$ cat config.mk
export PLATFORM = sky130hd
export DESIGN_NAME = nrgb_step
export DESIGN_NICKNAME = d
export VERILOG_FILES = /design/src/hdl/nrgb_pkg.sv /design/src/hdl/nrgb_step.sv
export SDC_FILE = /design/constraint.sdc
export NUM_CORES = 2
export LEC_CHECK = 0
export BUFFER_PORTS_ARGS = -buffer_cell sky130_fd_sc_hd__clkbuf_2
export CORE_MARGIN = 2
export CORE_UTILIZATION = 60
export CTS_CLUSTER_DIAMETER = 80
export DETAILED_ROUTE_END_ITERATION = 6
export GPL_TIMING_DRIVEN = 0
export PLACE_DENSITY = 0.79
export SYNTH_ARGS = -nofsm -noshare
export SYNTH_HDL_FRONTEND = slang
export SYNTH_SLANG_ARGS = --single-unit
export TNS_END_PERCENT = 1
$ cat constraint.sdc
create_clock -name i_clk -period 17.9 [get_ports i_clk]
set_input_delay 2.685 -clock i_clk [delete_from_list [all_inputs] [get_ports i_clk]]
set_output_delay 2.685 -clock i_clk [all_outputs]
set_load 0.005 [all_outputs]
$ cat src/hdl/nrgb_pkg.sv
// ----------------------------------------------------------------------------
// nrgb_pkg
// Shared types and constants for the normal vector to color pipeline.
// ----------------------------------------------------------------------------
package nrgb_pkg;

    // component width of the incoming normal (Q2.14 at 16 bits)
    localparam int CW = 16;
    // width of the squared length x^2 + y^2 + z^2
    localparam int SW = 2 * CW + 2;
    // width of 16129 * a^2
    localparam int KW = 2 * CW + 14;
    // width of trial^2 * s
    localparam int PW = SW + 14;
    // number of bisection steps for a channel magnitude of 0..127
    localparam int STEPS = 7;
    localparam int TW = STEPS;
    localparam int T2W = 2 * STEPS;

    localparam logic [KW-1:0] SCALE_SQ = KW'(16129);
    localparam logic [7:0] WHITE = 8'd255;
    localparam logic [7:0] MID = 8'd127;
    localparam logic [7:0] MID_NEG = 8'd126;

    // per channel search state
    typedef struct packed {
        logic           neg;
        logic [KW-1:0]  k;
        logic [TW-1:0]  t;
        logic [T2W-1:0] t2;
    } t_chan;

    // one item travelling down the search stages
    typedef struct packed {
        logic            vld;
        logic            white;
        logic [SW-1:0]   s;
        t_chan [2:0]     ch;
    } t_item;

endpackage

$ cat src/hdl/nrgb_step.sv
// ----------------------------------------------------------------------------
// nrgb_step
// One bisection stage: tries one more magnitude bit on all three channels.
// ----------------------------------------------------------------------------
module nrgb_step (
    input  logic            i_clk,
    input  logic            i_rst_n,
    input  logic            i_en,
    input  logic [2:0]      i_bit,
    input  nrgb_pkg::t_item i_item,
    output nrgb_pkg::t_item o_item
);

    nrgb_pkg::t_item r_item;
    nrgb_pkg::t_item n_item;

    // trial^2 built from the kept square, then compared against the bound
    always_comb begin
        logic [nrgb_pkg::TW-1:0]  trial;
        logic [nrgb_pkg::T2W-1:0] trial2;
        logic [nrgb_pkg::PW-1:0]  prod;
        logic                     keep;
        n_item = i_item;
        for (int i = 0; i < 3; i++) begin
            trial = i_item.ch[i].t | (nrgb_pkg::TW'(1) << i_bit);
            trial2 = i_item.ch[i].t2
                   + (nrgb_pkg::T2W'(i_item.ch[i].t) << (i_bit + 3'd1))
                   + (nrgb_pkg::T2W'(1) << {i_bit, 1'b0});
            prod = nrgb_pkg::PW'(trial2) * nrgb_pkg::PW'(i_item.s);
            // negative side needs strict inequality
            keep = i_item.ch[i].neg ? (prod < nrgb_pkg::PW'(i_item.ch[i].k))
                                    : (prod <= nrgb_pkg::PW'(i_item.ch[i].k));
            if (keep) begin
                n_item.ch[i].t = trial;
                n_item.ch[i].t2 = trial2;
            end
        end
    end

    always_ff @(posedge i_clk) begin
        if (!i_rst_n) begin
            r_item.vld <= 1'b0;
        end else if (i_en) begin
            r_item.vld <= n_item.vld;
        end
        if (i_en) begin
            r_item.white <= n_item.white;
            r_item.s <= n_item.s;
            r_item.ch <= n_item.ch;
        end
    end

    assign o_item = r_item;

endmodule
== Word-level counts from Yosys, hierarchy flattened ==
Cells that the tools add are included.

* Register bits: 240
* Latch bits: 0
* RAM bits: 0
* Memory bits (read-only): 0
* Bits of input ports: 246
* Output and inout bits: 240
* Word-level logic and storage cells: 45
* Memories: 0

* $add $sub $neg: 7
* Multipliers: 3
* Divide/modulo/power cells: 0
* Magnitude comparators: 6
* Eq/ne operators: 0
* Shift operators: 5
* Muxes and demuxes: 6
* Bitwise gates (word level): 3
* Reduce and logical (&&, ||, !) cells: 0

{| class="wikitable"
|+ Operators by type and width
! kind !! number
|-
| $le 48x46->1 || 3
|-
| $lt 48x46->1 || 3
|-
| $mul 14x34->48 || 3
|-
| $add 14x14->14 || 6
|-
| $mux 21 || 3
|-
| $shl 7x3->14 || 3
|-
| $or 7x7->7 || 3
|-
| $shl 1x4->14 const A || 1
|-
| $shl 1x3->7 const A || 1
|-
| $add 3x1->3 const B || 1
|-
| $mux 1 || 3
|}

== Depth between registers and ports, before layout ==
* Depth after elaboration: 8
* Gate-level depth with buffers: 60
* Gate-level depth less buffers: 53

== Worst setup path before layout ==
No wires, ideal clock.

* Kind: input-to-reg
* Start point: input i_bit[0]
* End point: register r_item (netlist bit o_item[81]) (data pin)
* Library setup time: 0.262 ns
* Arrival time: 15.722 ns
* Required time: 17.638 ns
* Setup slack: 1.915 ns
* Stages: 55
* Buffers on the path: 7
* Cell sequence: clkbuf_1 -> inv_1 -> clkbuf_1 -> ha_1 -> clkbuf_1 -> buf_1 -> nor2_1 -> a22o_1 -> nand2_1 -> fa_1 -> inv_1 -> ha_1 -> a21o_1 -> a21oi_1 -> nand2b_1 -> a21boi_0 -> o311a_1 -> o21a_1 -> [... 19 more ...] -> o41ai_2 -> o311a_1 -> nor2_1 -> nand4_1 -> a21oi_1 -> mux2_2 -> a211oi_1 -> ha_1 -> a21o_1 -> a21oi_1 -> o21ai_0 -> a2111oi_0 -> a31oi_1 -> or4_1 -> a311o_1 -> a311oi_2 -> buf_4 -> mux2_1

{| class="wikitable"
|+ RTL lines
! element !! RTL line !! source
|-
| start: declaration || nrgb_step.sv:9 || <nowiki>input logic [2:0] i_bit,</nowiki>
|-
| end: declaration || nrgb_step.sv:14 || <nowiki>nrgb_pkg::t_item r_item;</nowiki>
|}

==> impl_metrics.ini <==
[global_routing]
grt_usage_pct = 40.7
grt_max_degree = 112
grt-ovfl-total = 0
grt_pass1_wl_um = 305000
grt_pass1_vias = 49886
antenna_found_initial = 22

[place]
numPortBuffers = 485
placed_cells = 8211
post-dp-hpwl_um = 168000
gp_congestion = 1.02

[sta]
fin_skew_ns = 0
fmax_ghz = 0.0568
rsz0062_at_grt = yes
fin_crit_sh_pct = 98.4
worst_slew_margin_rel_pct = 4.82
report.final.setup_viol = 0
slew_violations = 0
worstMarginPinSlew_ns = 1.43
fin_hold_ws_ns = 0.527
period_minus_slack_ns = 17.61
finalHoldViolations = 0

[final_layout]
final_nets = 8910
drive_above_1_share_pct = 10.0
utilization_pct = 66.4
layout.cells.non_filler = 8287
largest_reg_flops = 240
area_delta_synth_final_pct = 9.90

[route]
drt_first_iter_violations = 5403
drt_pass1_iterations = 7
post_drt_wl_per_cell_um = 24.7
detail-route-antenna-nets = 0
drc = 0
via_per_inst = 5.91
wl_um = 205000
vias = 49001

[critical_path]
cp.required_ns = 18.29
crit_path_start_kind = primary input
cp.arrival_ns = 18.00
endpoint_kind = flop
slowest_stage = clkbuf_1
cp_max_fo = 11
max_stage_delay_ns = 0.65
cp_common_cell = fa_1
crit_type = in -> reg

[floorplan]
die-width_um = 319
dieArea_um2 = 102000
die_height_um = 319
fp.coreArea_um2 = 98300
io-pin-count = 486
start_util_pct = 60.4
row_count = 115

[synthesis]
async_flop_share_pct = 0
yosysWarnings = 0
synth_nets = 8375
syn-instance-count = 6429
yosysTopAreaCell = fa_1
ys_seq_elements = 240
synthFlopType = edfxtp_1
synth.distinct_cells = 72
avgSynthCellArea_um2 = 9.24
synth_edf_count = 239
yosysSeqAreaShare_pct = 12.1
syn_area_um2 = 59400
synth_top_area_share_pct = 39.3
synthTopCellsByArea = fa_1 39%, edfxtp_1 12%, ha_1 11%, inv_1 8.4%, nand2_1 5.8%

[clock_tree]
cts_tree = built
numCtsBuffers = 29
htreeDepth = 1
cts.path.max_buffers = 3
clock_sinks = 240
clkLatencyLatePin_ns = 0.62
clk_pin_slew_ns = 0.06
root_buffer = clkbuf_16
cts_hold_buffers = 0

[outcome]
status = finished clean

[job]
maxCapViolCount = 0

[worst_hold_path]
hold_path_class = reg -> reg
critical path: cells and delay by family:
family | cells | cell delay [ns]
fa+ha+maj | 12 | 4.72
simple gates | 13 | 3.71
buf+inv | 13 | 3.17
compound gates | 13 | 2.98
mux | 1 | 0.33
xor+xnor | 2 | 0.33
path summary, 6_finish.rpt:
kind | depth (start not counted) | start | slack [ns] | end
max | 54 | i_bit[0] | 0.29 | o_item[3]$_DFFE_PP_
max reg2reg | 2 | o_item[239]$_SDFFE_PN0P_ | 17.31 | o_item[239]$_SDFFE_PN0P_
min reg2reg | 2 | o_item[239]$_SDFFE_PN0P_ | 0.53 | o_item[239]$_SDFFE_PN0P_
min | 2 | o_item[239]$_SDFFE_PN0P_ | 0.53 | o_item[239]$_SDFFE_PN0P_
layer usage:
| metal | vias to the layer above | wire length [um] | track usage [%] | part of all wire (%) |
|---|---|---|---|---|
| li1 | 20841 | - | - | - |
| met1 | 24504 | 75200 | 53.3 | 37 |
| met2 | 2997 | 88500 | 60.6 | 43 |
| met3 | 647 | 25900 | 11.9 | 13 |
| met4 | 12 | 14800 | 23.2 | 7.2 |
| met5 | - | 357 | 0.615 | 0.17 |
cell usage after synthesis (all sizes together) (8+ instances only):
| cell type | instances |
|---|---|
| nor2b | 71 |
| nand2 | 912 |
| and4 | 9 |
| nor4 | 8 |
| a2111oi | 10 |
| nand2b | 178 |
| ha | 533 |
| a31o | 9 |
| fa | 1167 |
| nor2 | 128 |
| or3 | 13 |
| a21oi | 203 |
| nand3 | 69 |
| nor3 | 35 |
| mux2 | 49 |
| o22ai | 8 |
| o21bai | 30 |
| xnor2 | 111 |
| and2 | 473 |
| and3 | 16 |
| buf | 9 |
| o21a | 40 |
| a31oi | 11 |
| o31ai | 15 |
| inv | 1325 |
| xor2 | 50 |
| o211ai | 8 |
| edfxtp | 239 |
| a211oi | 22 |
| nand4 | 44 |
| a21o | 87 |
| mux2i | 21 |
| clkbuf | 305 |
| a21boi | 12 |
| o21ai | 113 |
| or2 | 12 |
layout make-up:
class	instances	area [um2]
timing repair buffer	507	2760
multi-input combinational	4550	46600
tap	1287	1610
inverter	1325	4970
clock buffer	39	763
fill	8220	33000
sequential	240	7200
clock inverter	13	153
buffer	311	1230
antenna	15	37.5
timing repair:
item                       4_1_cts  5_1_grt
pin swaps                        2        6
buffers inserted                 2       10
setup endpoints to repair       63       63
gates resized for setup         45       68
hold endpoints to repair         0        0
cell families (layout without fill, tap and decap cells):
group | count (synthesis) | count (layout) | synth area share (%)
buf+inv | 1639 | 2195 | 10.4
mux | 70 | 70 | 1.28
fa+ha+maj | 1700 | 1700 | 50.6
other cells | 0 | 15 | 0
compound gates | 627 | 627 | 6.79
flops | 240 | 240 | 12.1
simple gates | 1992 | 1992 | 16.5
xor+xnor | 161 | 161 | 2.37
metrics by stage:
| step | instance area, um2 | TNS [ns] | worst slack (ns) |
|---|---|---|---|
| 2_1_floorplan | 59400 | 0 | 1.92 |
| 3_3_place_gp | 63400 | -160.56 | -3.87 |
| 3_5_place_dp | 63800 | -141.12 | -3.60 |
| 4_1_cts | 65000 | 0 | 0.0395 |
| 5_1_grt | 65300 | -0.301 | -0.0599 |
| 6_report | 65300 | 0 | 0.288 |
cell usage in the layout, fill, tap and decap left out, types with 12 or more instances in the layout:
master     netlist  routed
fa_1          1167    1167
or2_2           12      12
a211oi_1        22      20
ha_1           533     532
nor3_1          35      34
o21a_1          40      40
xnor2_1        111      90
xor2_1          50      44
mux2_2          44      44
clkbuf_16        0      29
and3_1          16      16
nand2_1        912     912
nand4_1         44      44
o21bai_1        30      30
nor2b_1         71      69
clkbuf_1       305     282
inv_1         1325    1325
edfxtp_1       239     239
or3_1           13      13
mux2i_1         21      21
o21ai_0        111     110
nor2_1         128     121
nand3_1         69      69
a21oi_1        203     203
nand2b_1       178     178
diode_2          0      15
a21o_1          87      87
and2_1         473     473
clkbuf_2         0     509
xnor2_2          0      14
Power is left out: the tool's default activity adds up to more than one toggle a clock period on the data nets, which glitch-free logic cannot reach.
