**src/hdl/nrgb_pkg.sv**
```systemverilog
// ----------------------------------------------------------------------------
// nrgb_pkg
// Shared types and constants for the normal vector to color pipeline.
// ----------------------------------------------------------------------------
package nrgb_pkg;

    // component width of the incoming normal (Q2.14 at 16 bits)
    localparam int CW = 16;
    // width of the squared length x^2 + y^2 + z^2
    localparam int SW = 2 * CW + 2;
    // width of 16129 * a^2
    localparam int KW = 2 * CW + 14;
    // width of trial^2 * s
    localparam int PW = SW + 14;
    // number of bisection steps for a channel magnitude of 0..127
    localparam int STEPS = 7;
    localparam int TW = STEPS;
    localparam int T2W = 2 * STEPS;

    localparam logic [KW-1:0] SCALE_SQ = KW'(16129);
    localparam logic [7:0] WHITE = 8'd255;
    localparam logic [7:0] MID = 8'd127;
    localparam logic [7:0] MID_NEG = 8'd126;

    // per channel search state
    typedef struct packed {
        logic           neg;
        logic [KW-1:0]  k;
        logic [TW-1:0]  t;
        logic [T2W-1:0] t2;
    } t_chan;

    // one item travelling down the search stages
    typedef struct packed {
        logic            vld;
        logic            white;
        logic [SW-1:0]   s;
        t_chan [2:0]     ch;
    } t_item;

endpackage

```
**src/hdl/nrgb_prep.sv**
```systemverilog
// ----------------------------------------------------------------------------
// nrgb_prep
// Two register stages: magnitudes and squares, then length and bound terms.
// ----------------------------------------------------------------------------
module nrgb_prep (
    input  logic                  i_clk,
    input  logic                  i_rst_n,
    input  logic                  i_en,
    input  logic                  i_vld,
    input  logic                  i_normal_valid,
    input  logic [3*nrgb_pkg::CW-1:0] i_comp,
    output nrgb_pkg::t_item       o_item
);

    logic                       r_a_vld;
    logic                       r_a_white;
    logic [2:0]                 r_a_neg;
    logic [2*nrgb_pkg::CW-1:0]  r_a_sq [3];
    logic [2*nrgb_pkg::CW-1:0]  n_a_sq [3];
    logic [2:0]                 n_a_neg;
    logic [nrgb_pkg::SW-1:0]    n_s;
    nrgb_pkg::t_item            r_item;
    nrgb_pkg::t_item            n_item;

    // stage a: absolute values and squares
    always_comb begin
        logic [nrgb_pkg::CW-1:0] c;
        logic [nrgb_pkg::CW-1:0] a;
        for (int i = 0; i < 3; i++) begin
            c = i_comp[i*nrgb_pkg::CW +: nrgb_pkg::CW];
            n_a_neg[i] = c[nrgb_pkg::CW-1];
            a = n_a_neg[i] ? (~c + 1'b1) : c;
            n_a_sq[i] = (2*nrgb_pkg::CW)'(a) * (2*nrgb_pkg::CW)'(a);
        end
    end

    always_ff @(posedge i_clk) begin
        if (!i_rst_n) begin
            r_a_vld <= 1'b0;
        end else if (i_en) begin
            r_a_vld <= i_vld;
        end
        if (i_en) begin
            r_a_white <= ~i_normal_valid;
            r_a_neg <= n_a_neg;
            for (int i = 0; i < 3; i++) begin
                r_a_sq[i] <= n_a_sq[i];
            end
        end
    end

    // stage b: squared length and 16129 * a^2 per channel
    always_comb begin
        n_s = nrgb_pkg::SW'(r_a_sq[0]) + nrgb_pkg::SW'(r_a_sq[1])
            + nrgb_pkg::SW'(r_a_sq[2]);
        n_item.vld = r_a_vld;
        n_item.white = r_a_white | (n_s == '0);
        n_item.s = n_s;
        for (int i = 0; i < 3; i++) begin
            n_item.ch[i].neg = r_a_neg[i];
            n_item.ch[i].k = nrgb_pkg::KW'(r_a_sq[i]) * nrgb_pkg::SCALE_SQ;
            n_item.ch[i].t = '0;
            n_item.ch[i].t2 = '0;
        end
    end

    always_ff @(posedge i_clk) begin
        if (!i_rst_n) begin
            r_item.vld <= 1'b0;
        end else if (i_en) begin
            r_item.vld <= n_item.vld;
        end
        if (i_en) begin
            r_item.white <= n_item.white;
            r_item.s <= n_item.s;
            r_item.ch <= n_item.ch;
        end
    end

    assign o_item = r_item;

endmodule

```
**config.mk**
```make
export PLATFORM = sky130hd
export DESIGN_NAME = nrgb_prep
export DESIGN_NICKNAME = d
export VERILOG_FILES = /design/src/hdl/nrgb_pkg.sv /design/src/hdl/nrgb_prep.sv
export SDC_FILE = /design/constraint.sdc
export NUM_CORES = 2
export LEC_CHECK = 0
export ABC_AREA = 0
export BUFFER_PORTS_ARGS = -buffer_cell sky130_fd_sc_hd__buf_2
export CAP_MARGIN = 20
export CORE_MARGIN = 1
export CORE_UTILIZATION = 58
export DETAILED_ROUTE_END_ITERATION = 7
export PLACE_DENSITY = 0.84
export SYNTH_ARGS = -nofsm -noshare
export SYNTH_HDL_FRONTEND = slang
export SYNTH_SLANG_ARGS = --single-unit
```
**constraint.sdc**
```tcl
create_clock -name i_clk -period 7.8 [get_ports i_clk]
set_input_delay 0.39 -clock i_clk [delete_from_list [all_inputs] [get_ports i_clk]]
set_output_delay 0.39 -clock i_clk [all_outputs]
set_load 0.02 [all_outputs]
```
# After elaboration in Yosys (flattened, before gate mapping)

Memories as Yosys holds them, arrays and structs flattened.
Index checks and enable logic that the tools add are counted.

Register bits: 182
Bits in writable memories: 96
Bits of input ports: 53
Output and inout bits: 240
Word-level logic and storage cells: 35
Memories kept: 1

Add/sub/neg operators: 5
Multiply operators: 6
Multiplexer cells: 5
Bitwise operators: 5
Reduce and logical (&&, ||, !) cells: 1

Memory list:

| name   | depth | width | read ports | clocked after Yosys merged registers in | wr ports | RTL line        | source |
|---|---|---|---|---|---|---|---|
| r_a_sq | 3     | 32    | 3          | 0                                       | 3        | nrgb_prep.sv:18 | `logic [2*nrgb_pkg::CW-1:0] r_a_sq [3];` |

Operators with widths:

| kind                                                 | count |
|---|---|
| multiplier 32 x 14 -> 46 bit (second input constant) | 3 |
| multiplier 16 x 16 -> 32 bit                         | 3 |
| adder 16 x 1 -> 16 bit (second input constant)       | 3 |
| 2-to-1 mux 16 bit                                    | 3 |
| NOT 16 bit                                           | 3 |
| adder 33 x 32 -> 34 bit                              | 1 |
| logical NOT 34 bit                                   | 1 |
| adder 32 x 32 -> 33 bit                              | 1 |
| 2-to-1 mux 1 bit                                     | 2 |
| NOT 1 bit                                            | 1 |
| bitwise OR 1 bit                                     | 1 |

# Logic depth before layout (Yosys ltp)

An unclocked memory read counts as a cell.

Word-level depth: 5
Depth in mapped cells: 32

# Worst setup path before layout

No wires, ideal clock.

Kind: input-to-reg
Start: input port i_comp[23] in the netlist's numbering
End: memory r_a_sq[0][63] in the netlist's numbering (data pin)
Library setup time: 0.260 ns
Data arrival time: 7.640 ns
Path slack: -0.099 ns
Stages: 29
Path buffers: 1
Cells stage by stage: or4_1 nor4_1 nand2b_1 or2_1 o31ai_1 xor2_1 clkbuf_1 nor2_1 inv_1 fa_1 fa_1 inv_1 fa_1 fa_1 fa_1 inv_1 fa_1 inv_1 ha_1 a21o_1 a21o_1 a21o_1 a21oi_1 o31ai_1 a41oi_1 nor3_1 or3_1 a21oi_1 xnor2_1

RTL lines:

| what        | RTL line        | source |
|---|---|---|
| from (decl) | nrgb_prep.sv:11 | `input logic [3*nrgb_pkg::CW-1:0] i_comp,` |
| to (decl)   | nrgb_prep.sv:18 |  |

==> summary.md <==
| Metric | Value |
|---|---|
| Top fanout value on the critical path | 4 |
| Ports | roughly 300 |
| Cts-stage hold buffer count | 1 |
| Post-synthesis cell area | around 50000 um^2 |
| Fraction of final layout cells sized beyond drive strength 1 | 0.08024 |
| Hold violation total from the final report | 0 |
| Post-synthesis cell type count | 85 |
| Number of DRC violations after detailed routing | 0 |
| Kind of start point of the critical path | primary input |
| R2R cell count | 21 |
| Fraction of the mapped netlist area in compound gates | 0.08174 |
| Required time of the critical path | between 8 and 9 ns |
| Residual overflow from global routing | 0 |
| Area share of fa/ha/maj cells after synthesis | 0.5171 |
| Number of global-route vias before repair | around 38000 |
| Number of buffers created by CTS | 31 |
| Die H | slightly below 300 um |
| Total global-route track usage | 0.2746 |
| Final worst clock skew | approximately 0.038 ns |
| Synth cell count leaders | sky130_fd_sc_hd__inv_1, sky130_fd_sc_hd__fa_1, sky130_fd_sc_hd__ha_1 |
| Hold Crit Depth | 1 |
| Growth of design area from synthesis to finish | 8.502% |
| Most repeated cell in the gate-level netlist after synthesis | sky130_fd_sc_hd__inv_1 |
| Placeable Area | between 80000 and 90000 um^2 |
| Number of buffers added for setup after CTS | 0 |
| Final clock period utilization by the worst path | 0.9361 |
| Maximum clock path buffer count | 3 |
| Number of core rows | around 110 |
| ANT nets after route | 0 |
| Xor/xnor share of the synthesized area | 0.04812 |
| Cell occurring most often along the worst timing path | sky130_fd_sc_hd__fa_1 |
| Portion of synthesized cell area occupied by the leading cell type | 0.3355 |
| Highest clock frequency the design can meet | 137.0 MHz |
| Count of input and output buffers | 226 |
| Worst skew pair latency | ~0.64 ns |
| Slew at the pin closest to its max-slew limit | 0.8721 ns |
| Top flip-flop cell by instance count after synthesis | sky130_fd_sc_hd__edfxtp_1 |
| Post-CTS resize count | 0 |
| Combined area of the multi-input logic cells | ~37000 um^2 |
| Area taken by flip-flops and latches | 8148 um^2 |
| Dpl hpwl | 99980 um |
| Fraction of registers with async set/reset | 0 |
| Pre-antenna DRT Iters | 6 |
| Number of pins exceeding their max-slew limit in the final report | 0 |
| Util after Layout | 0.6382 |
| Initial antenna violation count | 3 |
| Combinational family with the most area after synthesis | adder cells |
| Largest area contributor in the netlist | sky130_fd_sc_hd__fa_1 |
| Met2 routed wirelength | 55390 um |
| Main area contributors after synthesis | sky130_fd_sc_hd__fa_1, sky130_fd_sc_hd__ha_1, sky130_fd_sc_hd__edfxtp_1, sky130_fd_sc_hd__inv_1, sky130_fd_sc_hd__xnor2_1 |
| Routed wirelength normalized by instance count | roughly 18 um |
| Total number of vias | 35580 |
| Avg Cell Area, Syn | 9.897 um^2 |
| Number of synthesized register bits | between 200 and 300 |
| Highest signal layer in the routed design | met4 |
| Diodes inserted | 0 |
| Maximum number of pins on one net before global-route repair | 85 |
| Worst setup path class | primary input to register |
| Cells after Synth | 5076 |
| Clock slew at reported path FFs | 0.07 ns |
| Via count normalized by instance count | 5.378 |
| Count of flip-flops with a built-in enable after synthesis | 270 |
| Starting DRT DRC Count | just over 2000 |
| Place WS | -0.08456 ns |
| Endpoint class of the critical path | register |
| H-tree lvl count | 1 |
| Die Area | between 80000 and 90000 um^2 |
| Root buffer cell | sky130_fd_sc_hd__clkbuf_16 |
| Starting density of the core | 0.5882 |
| Global placer's final weighted congestion | 0.9671 |
| Setup slack of the critical path after layout | around 0.5 ns |
| Data arrival time of the critical path | approximately 7.7 ns |
| Normalized max-slew margin | 0.4145 |
| TritonCTS clock tree | yes |
| Count of clock tree sinks | approximately 270 |
| Max-capacitance violation count | 0 |
| Final setup vio count | 0 |
| Run status | completed |
| FILL cells | approximately 6700 |
| Setup repair after global routing missed its margin | false |
| Register area share after synthesis | 0.1622 |
| Detailed-routed wire length on met3 | 8524 um |
| Detailed-routing wirelength on met1 | 46700 um |
| Total length of routed wires | 116000 um |
| Synth warn | 0 |
| Multiplexer share of the synthesized area | 0.0007970 |
| Slowest cell on the critical path | sky130_fd_sc_hd__fa_1 |
| Kind of path behind the tightest hold check | primary input to register |
| Net count, final | slightly above 7000 |
| Clock period minus worst slack | roughly 7.3 ns |
| First-pass GRT wire length | approximately 190000 um |
| Basic-gate share of the synthesized area counting and, or, nand and nor cells | 0.07108 |
| Die Span X | roughly 300 um |
| Stage delay of the slowest cell on the critical path | between 0.5 and 0.6 ns |
==> critical path: cells and delay by family <==
family	cells	cell delay, ns
buffers and inverters	7	0.69
AND/OR/NAND/NOR	8	1.61
XOR/XNOR	2	0.46
adder cells (fa/ha/maj)	7	3.29
AO/OA/AOI/OAI	6	1.26
==> state kept, by name, summed over array words and instances (netlist names) <==
signal	cells
r_a_sq	93
r_a_vld	1
r_a_white	1
r_a_neg	3
o_item	174
==> metrics by stage <==
stage	setup TNS (ns)	area, um^2	instances	hold WS, ns
final	0	54510	6615	0.06887
after CTS	0	54510	6615	0.03041
after detailed placement	-0.2764	53420	6557	0.4063
after global routing	0	54510	6615	0.06136
after global placement	0	53420	6557	0.4030
after floorplan	-0.007925	50630	5179	0.4003
==> kinds of logic (layout without fill, tap and decap cells) <==
logic type | count (synthesis) | count (layout)
flops | 272 | 272
other cells | 2 | 105
xor+xnor | 276 | 276
fa+ha+maj | 1571 | 1571
buf+inv | 1522 | 1814
mux | 4 | 4
simple gates | 800 | 800
compound gates | 629 | 629
==> cell usage in the layout (no fill, tap or decap), drive strengths merged, types with 10 or more instances in the layout <==
cell / synthesis / final
inv: 1406 / 1411
fa: 842 / 842
ha: 729 / 729
buf: 67 / 344
nand2: 288 / 288
nor2: 277 / 277
edfxtp: 270 / 270
a21oi: 202 / 202
xnor2: 199 / 199
a21o: 107 / 107
conb: 2 / 105
o21ai: 99 / 99
xor2: 77 / 77
nand3: 53 / 53
nor3: 37 / 37
clkbuf: 43 / 35
o21bai: 30 / 30
o21a: 27 / 27
o31ai: 25 / 25
nand2b: 24 / 24
and3: 22 / 22
a211oi: 21 / 21
nor2b: 20 / 20
a31oi: 19 / 19
or3: 16 / 16
clkinv: 6 / 15
and2: 12 / 12
nand4: 11 / 11
and4: 10 / 10
==> final cells by class <==
cell class / instances / area share
well taps: 1144 / 0.02626
flip-flops and latches: 272 / 0.1495
clock buffers: 35 / 0.01451
clock inverters: 22 / 0.005325
repair buffers: 345 / 0.03737
multi-input cells: 3385 / 0.6698
inverters: 1412 / 0.09723
==> path summary, 6_finish.rpt <==
path	startpoint	end	slack, ns
hold reg to reg	r_a_neg[1]	o_item[135]	0.41
setup reg to reg	r_a_sq[0][22]	o_item[66]	1.07
hold / removal	i_comp[16]	r_a_sq[0][32]	0.07
setup / recovery	i_comp[23]	r_a_sq[0][59]	0.50
==> routing by layer <==
layer  track usage  vias up
li1              -    16530
met1        0.3554    17520
met2        0.4643     1284
met3       0.03758      241
met4        0.1147        0
met5             0        -
Power is left out: the tool's default activity adds up to more than one toggle a clock period on the data nets, which glitch-free logic cannot reach.
